`config.mk`:
```
export PLATFORM = sky130hd
export DESIGN_NAME = multi_reader_buffer_ring_manager
export DESIGN_NICKNAME = d
export VERILOG_FILES = /design/src/rtl/mrbrm_pkg.sv /design/src/rtl/multi_reader_buffer_ring_manager.sv
export SDC_FILE = /design/constraint.sdc
export NUM_CORES = 1
export LEC_CHECK = 0
export ABC_AREA = 1
export ABC_CLOCK_PERIOD_IN_PS = 4040
export BUFFER_PORTS_ARGS = -buffer_cell sky130_fd_sc_hd__buf_4
export CAP_MARGIN = 20
export CORE_AREA = 4 4 130 132
export CTS_CLUSTER_DIAMETER = 200
export DETAILED_ROUTE_END_ITERATION = 8
export DIE_AREA = 0 0 134 136
export MAX_ROUTING_LAYER = met4
export PLACE_DENSITY_LB_ADDON = 0.2
export SLEW_MARGIN = 25
export SYNTH_ARGS = -nofsm -noshare
export SYNTH_HDL_FRONTEND = slang
export SYNTH_SLANG_ARGS = --single-unit
```
`constraint.sdc`:
```
create_clock -name i_clk -period 4.04 [get_ports i_clk]
set_input_delay 0.606 -clock i_clk [delete_from_list [all_inputs] [get_ports i_clk]]
set_output_delay 0.606 -clock i_clk [all_outputs]
set_load 0.03 [all_outputs]
```
`src/rtl/mrbrm_pkg.sv`:
```
// Package with the request and status codes and the field widths of the ring index manager.
package mrbrm_pkg;

    localparam int unsigned CFG_W       = 5;
    localparam int unsigned ID_W        = 4;
    localparam int unsigned BUF_IDX_W   = 4;
    localparam int unsigned SLOT_W      = 4;
    localparam int unsigned S_TDATA_W   = 8;
    localparam int unsigned S_TUSER_W   = 2;
    localparam int unsigned M_TDATA_W   = 16;

    typedef enum logic [1:0] {
        REQ_WRITE    = 2'd0,
        REQ_READ     = 2'd1,
        REQ_REGISTER = 2'd2,
        REQ_REMOVE   = 2'd3
    } t_req;

    typedef enum logic [1:0] {
        ST_OK        = 2'd0,
        ST_CAUGHT_UP = 2'd1,
        ST_NO_SLOT   = 2'd2,
        ST_UNKNOWN   = 2'd3
    } t_status;

endpackage

```
`src/rtl/multi_reader_buffer_ring_manager.sv`:
```
// Index manager for a ring of buffers with one writer and several readers.
//
// The block accepts one request transaction per cycle while the output side is ready, and
// returns exactly one result transaction for each. A request is captured in an input
// register together with the stored read index of the named reader, all index updates are
// made in one pass of logic from that register, and the result lands
// in an output register, so a stalled output holds one result while the next request waits
// in the input register. The read indices of the registered readers live in a small memory
// with one write and one registered read per cycle; a write made in the same cycle is
// forwarded to the read. Writing the ring size reinitializes the write and built-in reader
// indices and frees every reader slot; the built-in reader in slot 0 is always present.
module multi_reader_buffer_ring_manager #(
    parameter int unsigned MAX_BUFFERS = 16,
    parameter int unsigned MAX_READERS = 8
) (
    input  logic                                i_clk,
    input  logic                                i_rst_n,

    input  logic                                i_cfg_we,
    input  logic [mrbrm_pkg::CFG_W-1:0]         i_cfg_wdata,

    input  logic                                i_s_axis_tvalid,
    output logic                                o_s_axis_tready,
    // Fields from bit 0: reader_id[3:0], zero padding[7:4].
    input  logic [mrbrm_pkg::S_TDATA_W-1:0]     i_s_axis_tdata,
    // Fields from bit 0: req_type[1:0].
    input  logic [mrbrm_pkg::S_TUSER_W-1:0]     i_s_axis_tuser,

    output logic                                o_m_axis_tvalid,
    input  logic                                i_m_axis_tready,
    // Fields from bit 0: buffer_index[3:0], new_reader_slot[7:4], status[9:8], zero[15:10].
    output logic [mrbrm_pkg::M_TDATA_W-1:0]     o_m_axis_tdata
);

    localparam int unsigned PW = $clog2(MAX_BUFFERS);
    localparam int unsigned NW = $clog2(MAX_BUFFERS + 1);
    localparam int unsigned AW = (MAX_READERS > 1) ? $clog2(MAX_READERS) : 1;
    localparam int unsigned EW = (AW > mrbrm_pkg::ID_W) ? AW : mrbrm_pkg::ID_W;
    localparam int unsigned NUM_RESET = (MAX_BUFFERS < 16) ? MAX_BUFFERS : 16;

    function automatic logic [PW-1:0] pos_next(input logic [PW-1:0] p, input logic [NW-1:0] num);
        logic [NW:0] s;
        s = (NW+1)'(p) + 1'b1;
        return (s >= (NW+1)'(num)) ? '0 : PW'(s);
    endfunction

    function automatic logic [PW-1:0] pos_before(input logic [PW-1:0] p,
                                                 input logic [NW-1:0] num);
        logic [NW-1:0] m;
        m = num - 1'b1;
        return (p == '0) ? PW'(m) : p - 1'b1;
    endfunction

    logic [NW-1:0]              r_num;
    logic [PW-1:0]              r_wr_pos, n_wr_pos;
    logic [PW-1:0]              r_pos0, n_pos0;
    logic [MAX_READERS-1:0]     r_active, n_active;
    logic [PW-1:0]              r_mem [MAX_READERS];

    logic                       r_in_valid;
    mrbrm_pkg::t_req            r_req;
    logic [mrbrm_pkg::ID_W-1:0] r_id;
    logic [PW-1:0]              r_rd_pos;

    logic                       r_out_valid;
    logic [mrbrm_pkg::M_TDATA_W-1:0] r_out_data;

    logic                       w_adv, w_in_acc;
    logic [NW-1:0]              w_cfg_num;
    logic [EW-1:0]              w_id_m1, w_in_id_m1;
    logic [AW-1:0]              w_id_idx, w_in_idx;
    logic                       w_present;
    logic [PW-1:0]              w_pos_cur, w_wr_before;
    logic                       w_found;
    logic [AW-1:0]              w_free_idx;
    logic                       w_mem_we;
    logic [AW-1:0]              w_mem_addr;
    logic [PW-1:0]              w_mem_wdata;
    logic [mrbrm_pkg::BUF_IDX_W-1:0] w_buf;
    logic [mrbrm_pkg::SLOT_W-1:0]    w_slot;
    mrbrm_pkg::t_status         w_status;

    assign w_adv           = r_in_valid && (!r_out_valid || i_m_axis_tready);
    assign o_s_axis_tready = !r_in_valid || w_adv;
    assign w_in_acc        = i_s_axis_tvalid && o_s_axis_tready;
    assign o_m_axis_tvalid = r_out_valid;
    assign o_m_axis_tdata  = r_out_data;

    always_comb begin
        if (i_cfg_wdata < mrbrm_pkg::CFG_W'(2)) begin
            w_cfg_num = NW'(2);
        end else if (int'(i_cfg_wdata) > MAX_BUFFERS) begin
            w_cfg_num = NW'(MAX_BUFFERS);
        end else begin
            w_cfg_num = NW'(i_cfg_wdata);
        end
    end

    assign w_id_m1    = EW'(r_id) - 1'b1;
    assign w_id_idx   = w_id_m1[AW-1:0];
    assign w_in_id_m1 = EW'(i_s_axis_tdata[mrbrm_pkg::ID_W-1:0]) - 1'b1;
    assign w_in_idx   = w_in_id_m1[AW-1:0];

    assign w_present   = (r_id == '0) || ((int'(r_id) <= MAX_READERS) && r_active[w_id_idx]);
    assign w_pos_cur   = (r_id == '0) ? r_pos0 : r_rd_pos;
    assign w_wr_before = pos_before(r_wr_pos, r_num);

    always_comb begin
        w_found    = 1'b0;
        w_free_idx = '0;
        for (int i = MAX_READERS - 1; i >= 0; i--) begin
            if (!r_active[i]) begin
                w_found    = 1'b1;
                w_free_idx = AW'(i);
            end
        end
    end

    always_comb begin
        n_wr_pos    = r_wr_pos;
        n_pos0      = r_pos0;
        n_active    = r_active;
        w_mem_we    = 1'b0;
        w_mem_addr  = w_id_idx;
        w_mem_wdata = pos_next(w_pos_cur, r_num);
        w_buf       = '0;
        w_slot      = '0;
        w_status    = mrbrm_pkg::ST_OK;
        unique case (r_req)
            mrbrm_pkg::REQ_WRITE: begin
                w_buf    = mrbrm_pkg::BUF_IDX_W'(r_wr_pos);
                n_wr_pos = pos_next(r_wr_pos, r_num);
            end
            mrbrm_pkg::REQ_READ: begin
                if (!w_present) begin
                    w_status = mrbrm_pkg::ST_UNKNOWN;
                end else if (w_pos_cur == w_wr_before) begin
                    w_status = mrbrm_pkg::ST_CAUGHT_UP;
                end else begin
                    w_buf = mrbrm_pkg::BUF_IDX_W'(w_pos_cur);
                    if (r_id == '0) begin
                        n_pos0 = pos_next(w_pos_cur, r_num);
                    end else begin
                        w_mem_we = 1'b1;
                    end
                end
            end
            mrbrm_pkg::REQ_REGISTER: begin
                if (w_found) begin
                    n_active[w_free_idx] = 1'b1;
                    w_mem_we    = 1'b1;
                    w_mem_addr  = w_free_idx;
                    w_mem_wdata = w_wr_before;
                    w_slot      = mrbrm_pkg::SLOT_W'({1'b0, w_free_idx} + 1'b1);
                end else begin
                    w_status = mrbrm_pkg::ST_NO_SLOT;
                end
            end
            mrbrm_pkg::REQ_REMOVE: begin
                if ((r_id == '0) || !w_present) begin
                    w_status = mrbrm_pkg::ST_UNKNOWN;
                end else begin
                    n_active[w_id_idx] = 1'b0;
                end
            end
            default: begin
                w_status = mrbrm_pkg::ST_UNKNOWN;
            end
        endcase
    end

    always_ff @(posedge i_clk) begin
        if (!i_rst_n) begin
            r_num       <= NW'(NUM_RESET);
            r_wr_pos    <= '0;
            r_pos0      <= PW'(NUM_RESET - 1);
            r_active    <= '0;
            r_in_valid  <= 1'b0;
            r_out_valid <= 1'b0;
        end else begin
            if (i_cfg_we) begin
                r_num    <= w_cfg_num;
                r_wr_pos <= '0;
                r_pos0   <= pos_before('0, w_cfg_num);
                r_active <= '0;
            end else if (w_adv) begin
                r_wr_pos <= n_wr_pos;
                r_pos0   <= n_pos0;
                r_active <= n_active;
            end
            if (o_s_axis_tready) begin
                r_in_valid <= i_s_axis_tvalid;
            end
            if (w_adv) begin
                r_out_valid <= 1'b1;
            end else if (i_m_axis_tready) begin
                r_out_valid <= 1'b0;
            end
        end
    end

    always_ff @(posedge i_clk) begin
        if (w_adv && w_mem_we) begin
            r_mem[w_mem_addr] <= w_mem_wdata;
        end
        if (w_in_acc) begin
            r_req    <= mrbrm_pkg::t_req'(i_s_axis_tuser);
            r_id     <= i_s_axis_tdata[mrbrm_pkg::ID_W-1:0];
            r_rd_pos <= (w_adv && w_mem_we && (w_mem_addr == w_in_idx)) ? w_mem_wdata
                                                                         : r_mem[w_in_idx];
        end
        if (w_adv) begin
            r_out_data <= {(mrbrm_pkg::M_TDATA_W - 10)'(0), w_status, w_slot, w_buf};
        end
    end

    a_wr_pos_in_ring: assert property (@(posedge i_clk) disable iff (!i_rst_n)
        NW'(r_wr_pos) < r_num)
        else $error("write index outside the ring");

    a_pos0_in_ring: assert property (@(posedge i_clk) disable iff (!i_rst_n)
        NW'(r_pos0) < r_num)
        else $error("built-in reader index outside the ring");

    a_unknown_no_change: assert property (@(posedge i_clk) disable iff (!i_rst_n)
        w_adv && !i_cfg_we && (w_status == mrbrm_pkg::ST_UNKNOWN)
        |=> $stable(r_active) && $stable(r_wr_pos) && $stable(r_pos0))
        else $error("rejected request changed state");

    a_write_advances: assert property (@(posedge i_clk) disable iff (!i_rst_n)
        w_adv && !i_cfg_we && (r_req == mrbrm_pkg::REQ_WRITE)
        |=> r_wr_pos != $past(r_wr_pos))
        else $error("write transaction did not advance the write index");

endmodule

```
==> reports/metrics.yaml, run 1 <==
timing:
  tns_ns: 0
  finalHoldViolations: 0
  slew_viol_final: 0
  fmax_mhz: 287
  worst_slew_pin_slew_ns: 0.866
  slew_headroom_pct: 41.6
  finClkSkew_ns: 0.00729
  rsz0062_at_grt: "no"
  setup_viol: 0
  period_share_pct: 86.4
  fin_crit_ns: 3.49
power:
  p_switching_mw: 0.550
  clkPwrFrac_pct: 38.6
  switching_share_pct: 27.5
  internal_power_mw: 1.45
  vdd_ir_drop_max_mv: 0.186
  p_leak_nw: 2.21
  p_comb_share_pct: 17.5
  seq_power_share_pct: 43.9
  p_per_area_nw_per_um2: 373
logic_synthesis:
  async_flop_share_pct: 0
  syn_area_um2: 4640
  synth_top_cell_area_share_pct: 33.6
  postSynthCellCount: 567
  syn_area_per_cell_um2: 8.19
  ys_seq_area_share_pct: 43.5
  ys_ff_latch: 75
  yosysWarningCount: 0
  synth_area_leaders: "edfxtp_1 (34%), nand2_1 (12%), dfxtp_1 (9.9%), ha_1 (5.9%), inv_1 (5.6%)"
  ys_types: 47
  netlist_top_cells_count: "nand2_1 (154), inv_1 (69), edfxtp_1 (52)"
  synth_most_common_cell: "nand2_1"
  synth_flop_cell: "edfxtp_1"
  synth_top_cell_by_area: "edfxtp_1"
  synth-edff-count: 52
die:
  chipWidth_um: 134
  core_um2: 15700
  die_h_um: 136
  row_count: 46
  initial_core_util_pct: 29.6
  dieArea_um2: 18200
  ios: 38
detailed_routing:
  wire_per_inst_um: 12.9
  drtIter0Drc: 316
  ant_nets: 0
  first_pass_iters: 5
  post-route-drc-count: 0
  vias: 3749
  viasPerCell: 4.58
  routed_wl_um: 10500
setup_path:
  worstReg2RegStart: "r_id[0]$_DFFE_PP_"
  worstSetupPathType: "reg2reg"
  crit_arrival_ns: 3.57
  crit_path_end: "r_mem[0][0]$_DFFE_PP_"
  start_kind: "flop"
  ff2ff_setup_slack_ns: 0.55
  ff2ff_path_depth: 15
  worstPathRequired_ns: 4.12
  startpoint: "r_id[0]$_DFFE_PP_"
  worstPathMaxFanout: 11
  r2r_end: "r_mem[0][0]$_DFFE_PP_"
  critPathCaptureType: "flop"
cts:
  cts.path.max_buffers: 2
  cts_root_buffer: "clkbuf_16"
  postCtsSetupRepairBufs: 0
  worstSkewPairLatency_ns: 0.33
  h-tree-depth: 3
  clk_transition_reported_paths_ns: 0.06
  numCtsBuffers: 9
  ctsHoldBuffers: 0
  ctsResizeCount: 0
  clkSinkCount: 75
  cts_tree: "built"
placement:
  portBuffers: 27
  dp.cells: 802
  postPlaceCellArea_um2: 5070
  place_congestion: 0.879
  place_hpwl_um: 8270
global_route:
  grt_pass1_vias: 3607
  grt_overflow: 0
  grt_first_pass_wirelength_um: 17800
  grt_use_total_pct: 12.5
  antenna_found_initial: 0
  grt_start_max_net_pins: 20
flow_run:
  max-cap-violations: 0
final_layout:
  fill_cells: 1641
  n_antenna_cell: 0
  syn_to_final_growth_pct: 15.4
  seq_area_um2: 2020
  final_area_um2: 5360
  fin_nets: 639
  drive_above_1_share_pct: 15.3
  multiInputGateArea_um2: 2250
  final_cells: 818
min_path:
  min_path_type: "in2reg"
  hold-path-cell-count: 1
run_status:
  status: "completed"
## registers in the layout, indices dropped and copies added, names as in the netlist
| signal | flops |
|---|---|
| r_mem | 32 |
| o_m_axis_tdata | 10 |
| r_active | 8 |
| r_num | 5 |
| r_id | 4 |
| r_pos0 | 4 |
| r_rd_pos | 4 |
| r_wr_pos | 4 |
| r_req | 2 |
| o_m_axis_tvalid | 1 |
| r_in_valid | 1 |
## area by class of cell
class,count,area share [%]
Multi-Input combinational cell,404,42.0
Timing Repair Buffer,32,4.48
Clock inverter,3,0.397
Clock buffer,13,5.07
Inverter,75,5.30
Sequential cell,75,37.7
Tap cell,216,5.04
## worst max-delay path: stages, from the launching register on
cell	delay, ns
edfxtp_1	0.38
inv_1	0.17
ha_1	0.34
nand2_2	0.20
nand2_1	0.13
nand2_2	0.11
ha_1	0.24
xnor2_1	0.16
inv_1	0.10
ha_1	0.32
a21oi_1	0.08
o2111ai_1	0.26
nor2_1	0.10
nand2_1	0.06
o21ai_0	0.31
buf_4	0.28
## how the worst min path moves through the flow
| stage | startpoint | endpoint |
|---|---|---|
| 2_1_floorplan | r_num[4]$_SDFFE_PN1P_ | r_num[4]$_SDFFE_PN1P_ |
| 3_3_place_gp | o_m_axis_tvalid$_SDFFE_PN0P_ | o_m_axis_tvalid$_SDFFE_PN0P_ |
| 3_5_place_dp | r_active[7]$_SDFFE_PP0P_ | r_active[7]$_SDFFE_PP0P_ |
| 4_1_cts | i_s_axis_tdata[3] | r_id[3]$_DFFE_PP_ |
| 5_1_grt | i_s_axis_tdata[3] | r_id[3]$_DFFE_PP_ |
| 6_report | i_s_axis_tdata[3] | r_id[3]$_DFFE_PP_ |
## power by group through the flow
stage | Sequential (mW) | Combinational [mW] | Clock [mW]
detailed placement | 0.894 | 0.352 | 0
CTS | 0.878 | 0.355 | 0.800
finish | 0.878 | 0.349 | 0.772
global placement | 0.894 | 0.349 | 0
floorplan | 0.901 | 0.244 | 0
global route | 0.880 | 0.396 | 0.828
## through the flow
stage	setup slack [ns]	utilization, %	power, mW	hold WS [ns]
finish	0.551	34.1	2.00	0.451
detailed placement	0.538	32.3	1.25	0.502
floorplan	1.07	-	1.14	0.465
global route	0.202	34.1	2.10	0.432
global placement	0.585	32.3	1.24	0.496
CTS	0.515	34.1	2.03	0.434
## cells in the final DEF, fill, tap and decap left out, drive strengths merged, types with 9 or more instances in the layout
cell,Yosys,final
a21oi,26,26
clkbuf,5,13
o21ai,47,47
nand4,9,9
edfxtp,52,52
nand3,46,46
buf,13,32
nand2,175,175
ha,22,22
nor2,35,35
inv,73,73
nor3,9,9
dfxtp,23,23
## layer usage
metal,up-vias,track usage (%),wire length (um)
met4,0,3.83,143
li1,1940,-,-
met3,12,2.59,472
met1,1730,15.6,4860
met2,67,20.5,5070
met5,-,-,0
## logic make-up (layout without fill, tap and decap cells)
kind of cell	count (synthesis)	count (layout)	share of synthesized area, %
xor+xnor	7	7	1.48
flops	75	75	43.5
compound gates	92	92	11.5
other cells	1	6	0.0807
fa+ha+maj	22	22	5.93
simple gates	277	277	29.0
buf+inv	93	123	8.41
Power figures use the tool's default switching activity.
==> run 2, diff against run 1 <==
- ABC_CLOCK_PERIOD_IN_PS: 4040 -> 3300
- CELL_PAD_IN_SITES_DETAIL_PLACEMENT: default -> 0
- CELL_PAD_IN_SITES_GLOBAL_PLACEMENT: default -> 2
- clock period: 4.04 -> 3.3 ns (I/O delays scaled with it)
==> run 2 against run 1 <==
  * Clock skew decreased by 0.00073 ns
  * Non-clock buffer count increased by 4
  * Largest power group unchanged
  * First-iteration DRC count decreased by 40%
  * Sequential share of layout area decreased by 0.29 points
  * Global-route usage increased by 1.6 points
  * Sequential power increased by 23%
  * Utilization increased by 0.26 points
  * Highest routed layer unchanged
  * Final cell count increased by 0.49%
  * Via count increased by 0.88%
==> reports/metrics.yaml, run 2 (synthesis gave the netlist of run 1 again) <==
run_status:
  status: "completed"
placement:
  place_ws_ns: 0.157  # -0.381 ns
  place_congestion: 0.802  # -8.8%
  place_hpwl_um: 9320  # +13%
  portBuffers: 27  # unchanged
cts:
  clkSinkCount: 75  # unchanged
  cts_tree: "built"
  cts_root_buffer: "clkbuf_16"
  h-tree-depth: 3  # unchanged
  cts.path.max_buffers: 2  # unchanged
  numCtsBuffers: 9  # unchanged
  clk_transition_reported_paths_ns: 0.06  # about the same
  ctsHoldBuffers: 0  # unchanged
  worstSkewPairLatency_ns: 0.35  # +0.02 ns
  postCtsSetupRepairBufs: 0  # unchanged
detailed_routing:
  drtIter0Drc: 190  # -40%
  ant_nets: 0  # unchanged
  first_pass_iters: 6  # +1
  wire_per_inst_um: 14.5  # +13%
  routed_wl_um: 12000  # +13%
  vias: 3782  # +0.88%
  viasPerCell: 4.60  # +0.39%
  post-route-drc-count: 0  # unchanged
die:
  row_count: 46  # unchanged
  initial_core_util_pct: 29.6  # unchanged
  core_um2: 15700  # unchanged
  dieArea_um2: 18200  # unchanged
  die_h_um: 136  # unchanged
  ios: 38  # unchanged
  chipWidth_um: 134  # unchanged
setup_path:
  worstPathRequired_ns: 3.30  # -0.82 ns
  critPathCaptureType: "flop"
  crit_arrival_ns: 2.94  # -0.63 ns
  start_kind: "flop"
  worstSetupPathType: "reg2reg"
  worstPathMaxFanout: 8  # -3
timing:
  worst_slack_ns: 0.359  # -0.192 ns
  fmax_mhz: 340  # +19%
  rsz0062_at_grt: "no"
  setup_viol: 0  # unchanged
  finClkSkew_ns: 0.00656  # -0.000730 ns
  slew_headroom_pct: 58.4  # +17 points
  whs_ns: 0.321  # -0.131 ns
  fin_crit_ns: 2.94  # -0.548 ns
  finalHoldViolations: 0  # unchanged
  period_share_pct: 89.1  # +2.8 points
  slew_viol_final: 0  # unchanged
  tns_ns: 0  # unchanged
  worst_slew_pin_slew_ns: 0.622  # -0.245 ns
power:
  p_per_area_nw_per_um2: 457  # +23%
  clkPwrFrac_pct: 38.3  # -0.3 points
  p_leak_nw: 2.24  # +1.1%
  p_comb_share_pct: 18.2  # +0.7 points
  internal_power_mw: 1.73  # +20%
  vdd_ir_drop_max_mv: 0.218  # +17%
  seq_power_share_pct: 43.5  # -0.4 points
  switching_share_pct: 29.9  # +2.4 points
  p_switching_mw: 0.738  # +34%
final_layout:
  syn_to_final_growth_pct: 16.3
  layout.cells.most_common_list: "nand2_1 (154), inv_1 (69), edfxtp_1 (52)"
  largest_reg_flops: 32  # unchanged
  n_antenna_cell: 0  # unchanged
  drive_above_1_share_pct: 16.5  # +1.2 points
  top_register: "r_mem"
  fin_nets: 643  # +0.63%
  fill_cells: 1690  # +3.0%
  mostFrequentLayoutCell: "nand2_1"
global_route:
  grt_use_total_pct: 14.1  # +1.6 points
  grt_first_pass_wirelength_um: 19200  # +7.8%
  grt_pass1_vias: 3644  # +1.0%
  grt_start_max_net_pins: 20  # unchanged
  antenna_found_initial: 0  # unchanged
  grt_overflow: 0  # unchanged
flow_run:
  max-cap-violations: 0  # unchanged
min_path:
  min_path_type: "in2reg"
## run 2: cell count changes in the layout (fill, tap and decap cells not counted)
| cell | change |
|---|---|
| buf_4 | +4 |
| clkbuf_1 | -2 |
| clkbuf_16 | -1 |
| clkbuf_8 | -1 |
| clkinv_4 | +2 |
| clkinvlp_4 | -1 |
| ha_1 | -1 |
| ha_4 | +1 |
| inv_6 | +2 |
| inv_8 | +1 |
| o2111ai_1 | -1 |
| o2111ai_2 | +1 |
## run 2: metal layers
layer	vias to the layer above	share of wire [%]	global-route usage, %
met5	-	0	-
met4	0	1.5	5.09
met3	11	3.8	3.33
met2	49	47	22.5
met1	1773	48	17.6
li1	1949	-	-
## run 2: timing repair
item,CTS,global route
endpoints found under the hold margin,0,0
endpoints found under the setup margin,0,38
resized for setup,0,3
## run 2: critical path, stage by stage (launching register included)
cell and delay, ns:
dfxtp_1 0.37, inv_1 0.17, ha_1 0.30, nand2_1 0.12
nand2_1 0.08, nand2_1 0.10, ha_1 0.37, nand3_1 0.11
nand2_1 0.05, nand2_1 0.07, nor2_1 0.05, nand3_2 0.11
nand2_2 0.09, nand2_4 0.12, nand2_4 0.11, nor3_2 0.38
## run 2: metrics by stage
| step | util [%] | power (mW) | cell area (um2) | instances |
|---|---|---|---|---|
| after floorplan | - | 1.40 | 4660 | 572 |
| after CTS | 34.3 | 2.51 | 5380 | 822 |
| final | 34.4 | 2.47 | 5400 | 822 |
| after global routing | 34.4 | 2.62 | 5400 | 822 |
| after global placement | 32.4 | 1.54 | 5100 | 806 |
| after detailed placement | 32.4 | 1.55 | 5100 | 806 |
## run 2: final cells by class
class / count / area [um2] / area share [%]
sequential: 75 / 2020 / 37.4
clock buffer: 9 / 225 / 4.17
tap: 216 / 270 / 5.00
inverter: 75 / 284 / 5.26
clock inverter: 7 / 60.1 / 1.11
multi-input combinational: 404 / 2270 / 42.0
timing repair buffer: 36 / 270 / 5.00
## run 2: path summary, 6_finish.rpt
check | start | endpoint | slack (ns) | cells past startpoint
setup reg to reg | r_wr_pos[0]$_SDFFE_PP0P_ | r_mem[0][1]$_DFFE_PP_ | 0.36 | 15
setup / recovery | r_wr_pos[0]$_SDFFE_PP0P_ | r_mem[0][1]$_DFFE_PP_ | 0.36 | 15
hold reg to reg | r_wr_pos[1]$_SDFFE_PP0P_ | r_wr_pos[1]$_SDFFE_PP0P_ | 0.51 | 2
hold / removal | i_s_axis_tuser[0] | r_req[0]$_DFFE_PP_ | 0.32 | 1
## run 2: power groups by stage
| stage | clock network (mW) | logic, mW | registers (mW) |
|---|---|---|---|
| floorplan | 0 | 0.298 | 1.10 |
| global placement | 0 | 0.443 | 1.10 |
| detailed placement | 0 | 0.450 | 1.10 |
| CTS | 0.988 | 0.452 | 1.08 |
| global route | 1.03 | 0.509 | 1.08 |
| finish | 0.946 | 0.449 | 1.08 |
==> run 3, diff against run 2 <==
- ABC_CLOCK_PERIOD_IN_PS: 3300 -> 3700
- CTS_BUF_LIST: default -> sky130_fd_sc_hd__clkbuf_4
- clock period: 3.3 -> 3.7 ns (I/O delays scaled with it)
==> run 3 against run 2 <==
  * First-iteration DRC count fell by 19%
  * Register-to-register slack barely moved
  * Clock power fell by 36%
  * Non-clock buffer count fell by 2
  * Wire length fell by 0.26%
  * Design area fell by 2.9%
  * Critical endpoint is now r_rd_pos[3]$_DFFE_PP_
  * Largest power group unchanged
  * Highest routed layer unchanged
==> reports/metrics.yaml, run 3 (synthesis gave the netlist of run 1 again) <==
global_route:
  antenna_found_initial: 0  # unchanged
  grt_start_max_net_pins: 20  # unchanged
  grt_overflow: 0  # unchanged
  grt_use_total_pct: 14.2  # +0.054 points
  grt_pass1_vias: 3680  # +0.99%
  grt_first_pass_wirelength_um: 19300  # +0.36%
setup_path:
  slowest_stage: "edfxtp_1"
  critPathCaptureType: "flop"
  start_kind: "flop"
  max_stage_delay_ns: 0.40  # +0.02 ns
  worstPathRequired_ns: 3.93  # +0.63 ns
  crit_chain: "inv_1, ha_1, nand2_2, nand2_1, nand2_2, ha_1, xnor2_1, inv_1, ha_1, a21oi_1, o2111ai_1, inv_1, nand3_1, nand2_1, nand4_1, nand2_1"
  worstSetupPathType: "reg2reg"
  crit_arrival_ns: 3.56  # +0.62 ns
  worstPathMaxFanout: 9  # +1
cts:
  cts_tree: "built"
  h-tree-depth: 3  # unchanged
  ctsHoldBuffers: 0  # unchanged
  worstSkewPairLatency_ns: 0.47  # +0.12 ns
  clkSinkCount: 75  # unchanged
  ctsResizeCount: 0  # unchanged
  cts_root_buffer: "clkbuf_4"
  numCtsBuffers: 9  # unchanged
  cts.path.max_buffers: 2  # unchanged
  postCtsSetupRepairBufs: 0  # unchanged
  clk_transition_reported_paths_ns: 0.14  # +0.08 ns
detailed_routing:
  routed.top_layer: "met4"
  vias: 3707  # -2.0%
  drtIter0Drc: 153  # -19%
  ant_nets: 0  # unchanged
  route.met3.wl_um: 442  # -2.6%
  viasPerCell: 4.52  # -1.9%
  routed_wl_um: 11900  # -0.26%
  wl_met2_um: 5480  # -2.9%
  wire_per_inst_um: 14.5  # -0.14%
  post-route-drc-count: 0  # unchanged
  first_pass_iters: 4  # -2
  wl_met1_um: 5740  # +1.1%
run_status:
  status: "completed"
placement:
  postPlaceCellArea_um2: 5080  # -0.29%
  portBuffers: 27  # unchanged
  place_congestion: 0.768  # -4.2%
  place_hpwl_um: 9210  # -1.2%
final_layout:
  syn_to_final_growth_pct: 13.0
  top_register: "r_mem"
  mostFrequentLayoutCell: "nand2_1"
  final_area_um2: 5250  # -2.9%
  fill_cells: 1684  # -0.36%
  multiInputGateArea_um2: 2250  # -0.83%
  largest_reg_flops: 32  # unchanged
  seq_area_um2: 2020  # unchanged
  final_util_pct: 33.4  # -0.99 points
  fin_nets: 641  # -0.31%
  drive_above_1_share_pct: 15.7  # -0.77 points
  layout.cells.most_common_list: "nand2_1 (154), inv_1 (69), edfxtp_1 (52)"
die:
  die_h_um: 136  # unchanged
  ios: 38  # unchanged
  initial_core_util_pct: 29.6  # unchanged
  dieArea_um2: 18200  # unchanged
  core_um2: 15700  # unchanged
  chipWidth_um: 134  # unchanged
  row_count: 46  # unchanged
power:
  p_per_area_nw_per_um2: 371  # -19%
  vdd_ir_drop_max_mv: 0.130  # -40%
  power.total_mw: 1.95  # -21%
  p_leak_nw: 2.16  # -3.3%
timing:
  worst_slew_pin_slew_ns: 0.631  # +0.00978 ns
  fin_crit_ns: 3.34  # +0.394 ns
  whs_ns: 0.258  # -0.0623 ns
  rsz0062_at_grt: "no"
  period_share_pct: 90.1  # +1.0 points
  slew_viol_final: 0  # unchanged
  finClkSkew_ns: 0.0239  # +0.0174 ns
  slew_headroom_pct: 57.8  # -0.65 points
  fmax_mhz: 300  # -12%
  tns_ns: 0  # unchanged
  finalHoldViolations: 0  # unchanged
  setup_viol: 0  # unchanged
min_path:
  min_path_type: "in2reg"
flow_run:
  max-cap-violations: 0  # unchanged
## run 3: cell count changes in the layout (fill, tap and decap cells not counted), moves of 2 or more
| cell | delta |
|---|---|
| clkbuf_4 | +11 |
| clkbuf_16 | -9 |
| clkinv_4 | -3 |
| buf_4 | -2 |
| bufinv_16 | +2 |
| clkinvlp_4 | +2 |
| inv_6 | -2 |
## run 3: path summary, 6_finish.rpt
kind | start | to | slack (ns) | cells past startpoint
max | r_id[0]$_DFFE_PP_ | r_rd_pos[3]$_DFFE_PP_ | 0.36 | 16
min | i_s_axis_tuser[1] | r_req[1]$_DFFE_PP_ | 0.26 | 1
max reg2reg | r_id[0]$_DFFE_PP_ | r_rd_pos[3]$_DFFE_PP_ | 0.36 | 16
min reg2reg | r_wr_pos[1]$_SDFFE_PP0P_ | r_wr_pos[1]$_SDFFE_PP0P_ | 0.52 | 2
## run 3: routing by layer
metal | vias to the layer above | global-route usage (%)
met1 | 1691 | 18.1
met4 | 0 | 6.00
met3 | 16 | 2.44
met5 | - | -
met2 | 55 | 22.3
li1 | 1945 | -
## run 3: cell type report
cell class                 instances  area share (%)
multi-input combinational        404            42.9
sequential                        75            38.5
inverter                          75            5.41
tap                              216            5.15
timing repair buffer              34            4.87
clock buffer                      11            1.57
clock inverter                     5            1.50
antenna                            1          0.0477
## run 3: critical path: cells and delay by family (launching register included)
kind	cells	cell delay, ns
and+or+nand+nor	7	0.84
adders and majority gates	3	0.90
DFF	1	0.40
xor gates and xnor gates	1	0.16
buffers and inverters	3	0.43
AOI/OAI and AO/OA	2	0.38
## run 3: metrics by stage
stage | worst slack, ns | std cells
3_3_place_gp | 0.446 | 804
2_1_floorplan | 0.733 | 572
6_report | 0.365 | 821
3_5_place_dp | 0.362 | 804
4_1_cts | 0.349 | 820
5_1_grt | 0.0173 | 820
## run 3: power by group
part	total, mW	switching [mW]	internal (mW)	leakage (nW)
clock network	0.602	0.315	0.287	0.0807
logic	0.388	0.263	0.125	1.41
registers	0.958	0.0141	0.944	0.670
